## config.mk

```make
export PLATFORM = sky130hd
export DESIGN_NAME = lcd_window_fill_sequencer_top
export DESIGN_NICKNAME = d
export VERILOG_FILES = /design/src/design/lwfs_pkg.sv /design/src/design/lcd_window_fill_sequencer_top.sv /design/src/design/lwfs_front.sv /design/src/design/lwfs_fifo.sv /design/src/design/lwfs_back.sv
export SDC_FILE = /design/constraint.sdc
export NUM_CORES = 1
export LEC_CHECK = 0
export BUFFER_PORTS_ARGS = -buffer_cell sky130_fd_sc_hd__buf_2
export CORE_ASPECT_RATIO = 1.1
export CORE_MARGIN = 2
export CORE_UTILIZATION = 56
export CTS_CLUSTER_SIZE = 25
export DETAILED_ROUTE_END_ITERATION = 12
export PLACE_DENSITY = 0.85
export SKIP_CTS_REPAIR_TIMING = 1
export SYNTH_ARGS = -nofsm -noshare
export SYNTH_HDL_FRONTEND = slang
export SYNTH_HIERARCHICAL = 1
export SYNTH_SLANG_ARGS = --single-unit
```

## constraint.sdc

```tcl
create_clock -name clk_i -period 5.3 [get_ports clk_i]
set_clock_uncertainty 0.1 [all_clocks]
set_input_delay 0.53 -clock clk_i [delete_from_list [all_inputs] [get_ports clk_i]]
set_output_delay 0.53 -clock clk_i [all_outputs]
set_load 0.01 [all_outputs]
```

## src/design/lwfs_pkg.sv

```systemverilog
// ----------------------------------------------------------------------------
// lwfs_pkg
// Shared types and constants of the LCD window fill sequencer.
// ----------------------------------------------------------------------------
package lwfs_pkg;

  // Configuration register indexes.
  localparam logic [7:0] CFG_IDX_CMD_SET = 8'd0;
  localparam logic [7:0] CFG_IDX_MIRROR  = 8'd1;

  // Command-set mode codes.
  localparam logic [15:0] CMD_COLUMN_ADDR = 16'h002A;
  localparam logic [15:0] CMD_PAGE_ADDR   = 16'h002B;
  localparam logic [15:0] CMD_MEM_WRITE   = 16'h002C;

  // Register mode indexes.
  localparam logic [15:0] REG_H_START  = 16'h0050;
  localparam logic [15:0] REG_H_END    = 16'h0051;
  localparam logic [15:0] REG_V_START  = 16'h0052;
  localparam logic [15:0] REG_V_END    = 16'h0053;
  localparam logic [15:0] REG_CURSOR_X = 16'h0020;
  localparam logic [15:0] REG_CURSOR_Y = 16'h0021;
  localparam logic [15:0] REG_WRITE_RAM = 16'h0022;

  localparam logic [15:0] BYTE_MASK = 16'h00FF;

  // Width of the repeat count on the output.
  localparam int unsigned CNT_W = 17;

  // Sequencer step of the pixel-data word in each mode.
  localparam logic [3:0] STEP_PIXEL_CMD = 4'd11;
  localparam logic [3:0] STEP_PIXEL_REG = 4'd14 - 4'd1;

  // One classified rectangle, ready for the bus sequencer.
  typedef struct packed {
    logic             cmd_set;  // byte-split command set selected
    logic [15:0]      xa;       // first column word (x0, or mirrored start)
    logic [15:0]      xb;       // second column word (x1, or mirrored end)
    logic [15:0]      ya;       // top row
    logic [15:0]      yb;       // bottom row
    logic [15:0]      color;
    logic [CNT_W-1:0] count;    // clipped width times height
  } lwfs_job_t;

endpackage

```

## src/design/lcd_window_fill_sequencer_top.sv

```systemverilog
// ----------------------------------------------------------------------------
// lcd_window_fill_sequencer_top
// Turns rectangle fills into 8080-bus word runs that set up the address
// window and end in one pixel word carrying the repeat count.
// ----------------------------------------------------------------------------
// Usage:
// The slave stream takes one rectangle per transfer. A rectangle with an
// off-screen origin or a zero size is taken and produces nothing. Every
// other one yields a run on the master stream: 12 words in command-set mode
// or 14 words in register mode, the last one flagged by tlast and carrying
// the clipped width times height as its repeat count.
// A taken rectangle passes the front register and the job queue before the
// first word of its run is registered at the output. The sequencer issues
// one word per cycle while the receiver keeps up and runs straight from one
// rectangle into the next. A two-entry queue lets the input keep taking
// rectangles while the sequencer works through a run.
// When the receiver stalls, the output word holds and the queue fills; the
// input then stalls in turn. Reset clears the mode registers to register
// mode without mirroring and empties every stage.
// The configuration channel is always ready; write it only while idle.
// ----------------------------------------------------------------------------
module lcd_window_fill_sequencer_top
  import lwfs_pkg::*;
#(
  parameter int unsigned SCREEN_WIDTH  = 240,
  parameter int unsigned SCREEN_HEIGHT = 320
) (
  input  logic        clk_i,
  input  logic        rst_ni,
  // Configuration write channel.
  input  logic        cfg_valid_i,
  output logic        cfg_ready_o,
  input  logic [7:0]  cfg_index_i,
  input  logic        cfg_data_i,
  // Rectangle stream.
  input  logic        s_axis_tvalid,
  output logic        s_axis_tready,
  input  logic [79:0] s_axis_tdata,  // left, top, span_x, span_y, color
  // Bus word stream.
  output logic        m_axis_tvalid,
  input  logic        m_axis_tready,
  output logic [39:0] m_axis_tdata,  // bus_word, repeat_res, zero padding
  output logic        m_axis_tuser,  // is_data
  output logic        m_axis_tlast   // last
);

  logic             cmd_set_q, mirror_q;
  logic             job_valid, job_ready;
  lwfs_job_t        job_in, job_out;
  logic             q_valid, q_ready;
  logic [15:0]      out_word;
  logic [CNT_W-1:0] out_count;

  assign cfg_ready_o = 1'b1;

  always_ff @(posedge clk_i or negedge rst_ni) begin
    if (!rst_ni) begin
      cmd_set_q <= 1'b0;
      mirror_q  <= 1'b0;
    end else if (cfg_valid_i) begin
      if (cfg_index_i == CFG_IDX_CMD_SET) begin
        cmd_set_q <= cfg_data_i;
      end
      if (cfg_index_i == CFG_IDX_MIRROR) begin
        mirror_q <= cfg_data_i;
      end
    end
  end

  lwfs_front #(
    .SCREEN_WIDTH  (SCREEN_WIDTH),
    .SCREEN_HEIGHT (SCREEN_HEIGHT)
  ) u_front (
    .clk_i       (clk_i),
    .rst_ni      (rst_ni),
    .cmd_set_i   (cmd_set_q),
    .mirror_i    (mirror_q),
    .in_valid_i  (s_axis_tvalid),
    .in_ready_o  (s_axis_tready),
    .left_i      (s_axis_tdata[15:0]),
    .top_i       (s_axis_tdata[31:16]),
    .span_x_i    (s_axis_tdata[47:32]),
    .span_y_i    (s_axis_tdata[63:48]),
    .color_i     (s_axis_tdata[79:64]),
    .job_valid_o (job_valid),
    .job_ready_i (job_ready),
    .job_o       (job_in)
  );

  lwfs_fifo u_fifo (
    .clk_i        (clk_i),
    .rst_ni       (rst_ni),
    .push_valid_i (job_valid),
    .push_ready_o (job_ready),
    .push_data_i  (job_in),
    .pop_valid_o  (q_valid),
    .pop_ready_i  (q_ready),
    .pop_data_o   (job_out)
  );

  lwfs_back u_back (
    .clk_i         (clk_i),
    .rst_ni        (rst_ni),
    .job_valid_i   (q_valid),
    .job_ready_o   (q_ready),
    .job_i         (job_out),
    .out_valid_o   (m_axis_tvalid),
    .out_ready_i   (m_axis_tready),
    .out_is_data_o (m_axis_tuser),
    .out_word_o    (out_word),
    .out_count_o   (out_count),
    .out_last_o    (m_axis_tlast)
  );

  assign m_axis_tdata = {7'd0, out_count, out_word};

endmodule

```

## src/design/lwfs_front.sv

```systemverilog
// ----------------------------------------------------------------------------
// lwfs_front
// Accepts rectangles, drops off-screen or empty ones, clips the size and
// forms the window corners and pixel count for the sequencer.
// ----------------------------------------------------------------------------
module lwfs_front
  import lwfs_pkg::*;
#(
  parameter int unsigned SCREEN_WIDTH  = 240,
  parameter int unsigned SCREEN_HEIGHT = 320
) (
  input  logic        clk_i,
  input  logic        rst_ni,
  input  logic        cmd_set_i,
  input  logic        mirror_i,
  input  logic        in_valid_i,
  output logic        in_ready_o,
  input  logic [15:0] left_i,
  input  logic [15:0] top_i,
  input  logic [15:0] span_x_i,
  input  logic [15:0] span_y_i,
  input  logic [15:0] color_i,
  output logic        job_valid_o,
  input  logic        job_ready_i,
  output lwfs_job_t   job_o
);

  localparam int unsigned XW = $clog2(SCREEN_WIDTH + 1);
  localparam int unsigned YW = $clog2(SCREEN_HEIGHT + 1);
  localparam int unsigned PW = XW + YW;
  localparam logic [XW-1:0] XMAX = XW'(SCREEN_WIDTH - 1);

  logic          reject;
  logic [16:0]   rem_x, rem_y;
  logic [15:0]   w_clip, h_clip;
  logic          load;

  logic          s1_valid_q, s1_valid_d;
  logic [XW-1:0] x0_q, w_q;
  logic [YW-1:0] y0_q, h_q;
  logic [15:0]   color_q;

  logic [XW-1:0] x1, sx0, sx1;
  logic [YW-1:0] y1;
  logic [PW-1:0] prod;

  assign reject = ({1'b0, left_i} >= 17'(SCREEN_WIDTH)) ||
                  ({1'b0, top_i} >= 17'(SCREEN_HEIGHT)) ||
                  (span_x_i == 16'd0) || (span_y_i == 16'd0);

  // Room left from the origin to the screen edge; only meaningful when the
  // origin is on screen, which is all that is kept.
  assign rem_x  = 17'(SCREEN_WIDTH) - {1'b0, left_i};
  assign rem_y  = 17'(SCREEN_HEIGHT) - {1'b0, top_i};
  assign w_clip = ({1'b0, span_x_i} > rem_x) ? rem_x[15:0] : span_x_i;
  assign h_clip = ({1'b0, span_y_i} > rem_y) ? rem_y[15:0] : span_y_i;

  assign in_ready_o = !s1_valid_q || job_ready_i;
  assign load       = in_valid_i && in_ready_o && !reject;

  always_comb begin
    s1_valid_d = s1_valid_q;
    if (in_ready_o) begin
      s1_valid_d = load;
    end
  end

  always_ff @(posedge clk_i or negedge rst_ni) begin
    if (!rst_ni) begin
      s1_valid_q <= 1'b0;
    end else begin
      s1_valid_q <= s1_valid_d;
    end
  end

  always_ff @(posedge clk_i) begin
    if (load) begin
      x0_q    <= XW'(left_i);
      y0_q    <= YW'(top_i);
      w_q     <= XW'(w_clip);
      h_q     <= YW'(h_clip);
      color_q <= color_i;
    end
  end

  assign x1   = x0_q + w_q - XW'(1);
  assign y1   = y0_q + h_q - YW'(1);
  assign sx0  = XMAX - x1;
  assign sx1  = XMAX - x0_q;
  assign prod = PW'(w_q) * PW'(h_q);

  always_comb begin
    job_o.cmd_set = cmd_set_i;
    if (!cmd_set_i && mirror_i) begin
      job_o.xa = 16'(sx0);
      job_o.xb = 16'(sx1);
    end else begin
      job_o.xa = 16'(x0_q);
      job_o.xb = 16'(x1);
    end
    job_o.ya    = 16'(y0_q);
    job_o.yb    = 16'(y1);
    job_o.color = color_q;
    job_o.count = CNT_W'(prod);
  end

  assign job_valid_o = s1_valid_q;

endmodule

```

## src/design/lwfs_fifo.sv

```systemverilog
// ----------------------------------------------------------------------------
// lwfs_fifo
// Two-entry job queue between the classifier and the bus sequencer.
// ----------------------------------------------------------------------------
module lwfs_fifo
  import lwfs_pkg::*;
(
  input  logic      clk_i,
  input  logic      rst_ni,
  input  logic      push_valid_i,
  output logic      push_ready_o,
  input  lwfs_job_t push_data_i,
  output logic      pop_valid_o,
  input  logic      pop_ready_i,
  output lwfs_job_t pop_data_o
);

  lwfs_job_t  mem_q [2];
  logic       wr_ptr_q, wr_ptr_d;
  logic       rd_ptr_q, rd_ptr_d;
  logic [1:0] fill_q, fill_d;
  logic       do_push, do_pop;

  assign push_ready_o = (fill_q != 2'd2);
  assign pop_valid_o  = (fill_q != 2'd0);
  assign pop_data_o   = mem_q[rd_ptr_q];
  assign do_push      = push_valid_i && push_ready_o;
  assign do_pop       = pop_valid_o && pop_ready_i;

  always_comb begin
    wr_ptr_d = do_push ? !wr_ptr_q : wr_ptr_q;
    rd_ptr_d = do_pop ? !rd_ptr_q : rd_ptr_q;
    fill_d   = fill_q + 2'(do_push) - 2'(do_pop);
  end

  always_ff @(posedge clk_i or negedge rst_ni) begin
    if (!rst_ni) begin
      wr_ptr_q <= 1'b0;
      rd_ptr_q <= 1'b0;
      fill_q   <= 2'd0;
    end else begin
      wr_ptr_q <= wr_ptr_d;
      rd_ptr_q <= rd_ptr_d;
      fill_q   <= fill_d;
    end
  end

  always_ff @(posedge clk_i) begin
    if (do_push) begin
      mem_q[wr_ptr_q] <= push_data_i;
    end
  end

endmodule

```

## src/design/lwfs_back.sv

```systemverilog
// ----------------------------------------------------------------------------
// lwfs_back
// Bus sequencer: walks each job through its window setup words and the
// final pixel word into a registered output, one word per cycle unless stalled.
// ----------------------------------------------------------------------------
module lwfs_back
  import lwfs_pkg::*;
(
  input  logic             clk_i,
  input  logic             rst_ni,
  input  logic             job_valid_i,
  output logic             job_ready_o,
  input  lwfs_job_t        job_i,
  output logic             out_valid_o,
  input  logic             out_ready_i,
  output logic             out_is_data_o,
  output logic [15:0]      out_word_o,
  output logic [CNT_W-1:0] out_count_o,
  output logic             out_last_o
);

  logic [3:0]       step_q, step_d;
  logic             out_valid_q, out_valid_d;
  logic             is_data_q, is_data_d;
  logic [15:0]      word_q, word_d;
  logic [CNT_W-1:0] count_q, count_d;
  logic             last_q, last_d;
  logic             advance, final_step;
  logic [3:0]       pixel_step;

  assign advance    = job_valid_i && (!out_valid_q || out_ready_i);
  assign pixel_step = job_i.cmd_set ? STEP_PIXEL_CMD : STEP_PIXEL_REG;
  assign final_step = (step_q == pixel_step);
  assign job_ready_o = advance && final_step;

  // Word selection for the current step of the head job.
  always_comb begin
    is_data_d = 1'b0;
    word_d    = 16'd0;
    count_d   = CNT_W'(1);
    last_d    = 1'b0;
    if (final_step) begin
      is_data_d = 1'b1;
      word_d    = job_i.color;
      count_d   = job_i.count;
      last_d    = 1'b1;
    end else if (job_i.cmd_set) begin
      case (step_q)
        4'd0:    word_d = CMD_COLUMN_ADDR;
        4'd1:    word_d = (job_i.xa >> 8) & BYTE_MASK;
        4'd2:    word_d = job_i.xa & BYTE_MASK;
        4'd3:    word_d = (job_i.xb >> 8) & BYTE_MASK;
        4'd4:    word_d = job_i.xb & BYTE_MASK;
        4'd5:    word_d = CMD_PAGE_ADDR;
        4'd6:    word_d = (job_i.ya >> 8) & BYTE_MASK;
        4'd7:    word_d = job_i.ya & BYTE_MASK;
        4'd8:    word_d = (job_i.yb >> 8) & BYTE_MASK;
        4'd9:    word_d = job_i.yb & BYTE_MASK;
        default: word_d = CMD_MEM_WRITE;
      endcase
      is_data_d = !((step_q == 4'd0) || (step_q == 4'd5) || (step_q == 4'd10));
    end else begin
      // Register mode alternates index and data, the data on odd steps.
      is_data_d = step_q[0];
      case (step_q)
        4'd0:    word_d = REG_H_START;
        4'd1:    word_d = job_i.xa;
        4'd2:    word_d = REG_H_END;
        4'd3:    word_d = job_i.xb;
        4'd4:    word_d = REG_V_START;
        4'd5:    word_d = job_i.ya;
        4'd6:    word_d = REG_V_END;
        4'd7:    word_d = job_i.yb;
        4'd8:    word_d = REG_CURSOR_X;
        4'd9:    word_d = job_i.xa;
        4'd10:   word_d = REG_CURSOR_Y;
        4'd11:   word_d = job_i.ya;
        default: word_d = REG_WRITE_RAM;
      endcase
    end
  end

  always_comb begin
    step_d      = step_q;
    out_valid_d = out_valid_q;
    if (out_ready_i) begin
      out_valid_d = 1'b0;
    end
    if (advance) begin
      out_valid_d = 1'b1;
      step_d      = final_step ? 4'd0 : step_q + 4'd1;
    end
  end

  always_ff @(posedge clk_i or negedge rst_ni) begin
    if (!rst_ni) begin
      step_q      <= 4'd0;
      out_valid_q <= 1'b0;
    end else begin
      step_q      <= step_d;
      out_valid_q <= out_valid_d;
    end
  end

  always_ff @(posedge clk_i) begin
    if (advance) begin
      is_data_q <= is_data_d;
      word_q    <= word_d;
      count_q   <= count_d;
      last_q    <= last_d;
    end
  end

  assign out_valid_o   = out_valid_q;
  assign out_is_data_o = is_data_q;
  assign out_word_o    = word_q;
  assign out_count_o   = count_q;
  assign out_last_o    = last_q;

endmodule

```

### Word-level counts from Yosys, hierarchy flattened

Memory sizes are Yosys's and may differ from the RTL's.
Index checks and enable logic that the tools add are counted.
W data, S select, Z words.

| operators by class | value |
|---|---|
| reductions and logical operators | 31 |
| order comparisons | 4 |
| multiplexer cells | 15 |
| div/mod/pow operators | 0 |
| $mul | 1 |
| eq/ne operators | 14 |
| shifts and indexed selects | 0 |
| bitwise logic cells | 0 |
| add/subtract/negate cells | 11 |

Operators by type and width:

| operator | count |
|---|---|
| $pmux W16 S10 | 1 |
| $pmux W8 S10 | 1 |
| $gt A16 B17 Y1 | 2 |
| $logic_not A16 Y1 | 2 |
| $mux W16 | 2 |
| $mux W24 | 1 |
| $mul A8 B9 Y17 | 1 |
| $sub A8 B16 Y17 const A | 1 |
| $sub A9 B16 Y17 const A | 1 |
| $eq A4 B3 Y1 const B | 4 |
| $eq A4 B4 Y1 const B | 4 |
| $ge A16 B8 Y1 const B | 1 |
| $ge A16 B9 Y1 const B | 1 |
| $sub A8 B8 Y8 const A | 2 |
| $add A9 B9 Y9 | 1 |
| $mux W9 | 1 |
| $sub A9 B1 Y9 const B | 1 |
| $add A8 B8 Y8 | 1 |
| $eq A4 B2 Y1 const B | 2 |
| $eq A8 B1 Y1 const B | 1 |
| $logic_not A8 Y1 | 1 |
| $mux W8 | 1 |
| $sub A8 B1 Y8 const B | 1 |
| $logic_and A1 B1 Y1 | 7 |
| other kinds (15) | 35 |

| storage, ports and cells | value |
|---|---|
| latch bits | 0 |
| bits in writable memories | 152 |
| ROM bits | 0 |
| memories | 1 |
| flip-flop bits (word level) | 97 |
| bits of input ports | 94 |

Memories:

| memory | words | bits a word | read ports | clocked after Yosys merged registers in | write ports | line | RTL |
|---|---|---|---|---|---|---|---|
| u_fifo.mem_q | 2 | 76 | 1 | 0 | 1 | lwfs_fifo.sv:18 | `lwfs_job_t mem_q [2];` |

### Logic depth before layout (Yosys ltp)

| logic depth | value |
|---|---|
| word-level depth | 6 |
| mapped depth | 17 |
| mapped depth without buffers | 17 |

### By module

The synthesis kept the hierarchy.

Modules (own cells, without submodules):

| module | times used | area an instance (um2) | cells each | sequential area each (um2) |
|---|---|---|---|---|
| lwfs_fifo | 1 | 7290.7 | 327 | 5985.7 |
| lwfs_front | 1 | 6703.9 | 740 | 1526.5 |
| lwfs_back | 1 | 2807.7 | 290 | 1176.1 |
| lcd_window_fill_sequencer_top | 1 | 171.4 | 19 | 50.0 |

### Least setup slack after synthesis

OpenSTA, ideal clock, no wires.

| timing | value |
|---|---|
| path kind | input port to flip-flop |
| start | input s_axis_tdata[28] |
| end | register u_front.color_q[0], enable pin |
| arrival time | 5194 ps |
| buffers on the path | 0 |
| cell stages on the path | 4 |
| data required time | 4681 ps |
| slack | -513 ps |
| cells stage by stage | or3_1 or3_1 or4_1 nor3_1 |

| on the way | value |
|---|---|
| cells in the longest elaborated chain, start to end | 6 |

Ends and longest elaborated chain:

| what | line | RTL |
|---|---|---|
| start: declaration | lcd_window_fill_sequencer_top.sv:38 | `input logic [79:0] s_axis_tdata,` |
| $ge A16 B9 Y1 | lwfs_front.sv:48 | `({1'b0, top_i} >= 17'(SCREEN_HEIGHT)) \|\|` |
| $logic_or A1 B1 Y1 | lwfs_front.sv:47 | `assign reject = ({1'b0, left_i} >= 17'(SCREEN_WIDTH)) \|\|` |
| $logic_or A1 B1 Y1 | lwfs_front.sv:48 |  |
| $logic_or A1 B1 Y1 | lwfs_front.sv:49 | `(span_x_i == 16'd0) \|\| (span_y_i == 16'd0);` |
| $logic_not A1 Y1 | lwfs_front.sv:59 | `assign load = in_valid_i && in_ready_o && !reject;` |
| $logic_and A1 B1 Y1 | lwfs_front.sv:59 |  |
| via u_front.load | lwfs_front.sv:36 | `logic load;` |
| end signal: assignment | lwfs_front.sv:82 | `color_q <= color_i;` |
| end: declaration | lwfs_front.sv:41 | `logic [15:0] color_q;` |

The timed path passes the listed nets, and every way through them passes these cells.
A chain may end at the register's enable or synchronous reset.

==> results.toml <==
[sta]
worstMarginPinSlew_ps = 1260
grt_setup_unrepaired = "no"
timing.final.max_slew_violations = 0
setup_viol_count_final = 0
timing.final.crit_period_ps = 4880
timing.fmax_ghz = 0.205
finalSetupTns_ps = 0
hold_viol_final = 0
relSlewSlack = 0.152
min_period_over_period = 0.921

[routing]
drt-initial-drc-count = 922
vias_per_cell = 5.84
wl_per_cell_um = 19.8
vias = 11100
routed_wl_mm = 37.6
first_pass_iters = 6
ant_nets = 0
drc = 0

[critical_path]
path_cells = "clkinv_1 -> nor2_1 -> fa_1 -> fa_1 -> fa_1 -> inv_1 -> fa_1 -> inv_1 -> ha_1 -> a21oi_1 -> o21ai_0 -> or3_1 -> o211ai_1 -> nor2_1 -> a211oi_1"
path_max_fanout = 8
required_ps = 5560
critical_path.top_delay_family = "adder cells"
cp-start-kind = "register"
cp.arrival_ps = 5140
reg2reg_depth = 15
cp_num_buf_inv = 3
cpMostUsedCell = "fa_1"
slowest_delay_ps = 510
end_kind = "register"
critPathKind = "register to register"
slowest_stage = "fa_1"
cp.depth = 15

[finish]
final_cells = 1900
nNetsFinal = 1748
area_growth_pct = 10.4
n_fill_cell = 2258
final_cell_mix = "edfxtp_1, inv_1, buf_2"
antennaDiodeCount = 0
drive_gt1_frac = 0.201
final_common_cell = "edfxtp_1"

[cts]
clock-sinks = 293
root_buffer = "clkbuf_16"
cts_inserted_buffers = 29
clk_latency_ps = 560
htreeDepth = 1
cts_tree = "yes"
clkTransAtPathRegs_ps = 60
cts.path.max_buffers = 3

[pwr]
total_power_w = 0.00689
peakVddDrop_mv = 0.275
power.density_nw_per_um2 = 368
power_leakage_nw = 7.66

[floorplan]
die-area_um2 = 31700
dieHeight_um = 187
rows = 66
start_util = 0.571
core-area_um2 = 29700
boundaryPins = 139
die_x_um = 170

[global_route]
grt_pass1_vias = 11500
grt-ovfl-total = 0
grt_usage = 0.238
grt_first_pass_wirelength_mm = 59.6
antenna_found_initial = 0
grt_max_degree = 99

[synth]
synthCells = 1376
ys_warn_count = 6
synth-seq-area-share = 0.515
synth_top_flop_cell = "edfxtp_1"
avgSynthCellArea_um2 = 12.3
async_reset_ff_frac = 0.0410
mappedNetlistArea_um2 = 17000
synth_cell_types = 82
ys_ff_latch = 293
synth_edf_count = 281

[placed_design]
io_buffers = 130
dp_cells = 1845
dpl.hpwl_mm = 27.1
place_congestion = 0.919

[min_path]
min_path_type = "input pin to register"
min_path_cells = 1

[job]
cap_viol_max_count = 0

[run_status]
status = "finished clean"
state kept, by name (all words and copies together) (netlist names), 8 cells and up:
signal,count
u_front/h_q,9
u_back/out_word_o,16
u_front/y0_q,9
u_front/x0_q,8
u_fifo/mem_q,196
u_front/w_q,8
u_front/color_q,16
u_back/out_count_o,17
logic make-up (layout without fill, tap and decap cells):
kind of cell               Yosys count  in the layout  synth area share
muxes                              129            129            0.0840
AOI/OAI and AO/OA                  215            215            0.0889
buffers and inverters              233            348            0.0645
adders and majority gates          151            151             0.131
xor gates and xnor gates            58             58            0.0299
DFF                                293            293             0.515
and+or+nand+nor                    294            294            0.0865
other                                3             38          0.000663
path summary, 6_finish.rpt:
kind / start / end / slack, ps
max: u_front/w_q[3] / u_fifo/mem_q[1][16] / 420
min: s_axis_tdata[69] / u_front/color_q[5] / 50
max reg2reg: u_front/w_q[3] / u_fifo/mem_q[1][16] / 420
min reg2reg: u_front/color_q[11] / u_fifo/mem_q[0][28] / 350
max in group asynchronous: rst_ni / u_fifo/rd_ptr_q / 4500
min in group asynchronous: rst_ni / u_fifo/fill_q[1] / 320
synthesized netlist by cell type, drive strengths merged (7+ instances only):
library cell    n  area share
clkinv          8      0.0018
inv           146       0.032
and2           37       0.014
a21o           19      0.0084
nand2          66       0.015
a221o           7      0.0041
nor2b           7      0.0026
o21ai          47       0.014
a31oi           7      0.0026
or3             7      0.0029
o21a            7      0.0031
dfrtp          12       0.018
buf            68       0.028
xor2           28       0.014
a21oi          40       0.012
o22ai           7      0.0026
nand2b         13      0.0048
nand3          14      0.0041
nor3           20      0.0059
a22oi          11      0.0049
mux2          104       0.069
nor4            9      0.0033
nand4           7      0.0026
edfxtp        281        0.50
a211oi         10      0.0047
nor2           89       0.020
mux2i          25       0.015
ha            107       0.079
a222oi         13      0.0077
xnor2          30       0.015
a221oi         11      0.0057
fa             44       0.052
clkbuf         11      0.0024
area by class of cell:
class | instances | area, um2 | area share
clock buffers | 32 | 737 | 0.0393
well taps | 374 | 468 | 0.0250
multi-input cells | 885 | 7300 | 0.390
flip-flops and latches | 293 | 8740 | 0.466
repair buffers | 140 | 741 | 0.0395
inverters | 154 | 578 | 0.0308
clock inverters | 22 | 179 | 0.00954
per-layer routing:
| layer | up-vias | GRT usage | routed length, um |
|---|---|---|---|
| li1 | 5164 | - | - |
| met2 | 461 | 0.423 | 18900 |
| met5 | - | 0 | 0 |
| met1 | 5400 | 0.295 | 15000 |
| met4 | 0 | 0.0865 | 1210 |
| met3 | 80 | 0.0337 | 2450 |
power by group:
part | internal [W] | switching, W
logic | 0.000837 | 0.00126
clock network | 0.00111 | 0.000854
registers | 0.00274 | 0.0000999
total | 0.00468 | 0.00221
metrics by stage:
| stage | utilization | area [um2] | hold WS, ps | worst slack [ps] |
|---|---|---|---|---|
| 2_1_floorplan | - | 17100 | 134 | 943 |
| 3_3_place_gp | 0.599 | 17800 | 325 | 637 |
| 3_5_place_dp | 0.599 | 17800 | 332 | 427 |
| 4_1_cts | 0.630 | 18700 | -229 | 396 |
| 5_1_grt | 0.631 | 18700 | 33.1 | 123 |
| 6_report | 0.631 | 18700 | 52.2 | 419 |
Note: power is estimated with default switching activity, not from simulation.
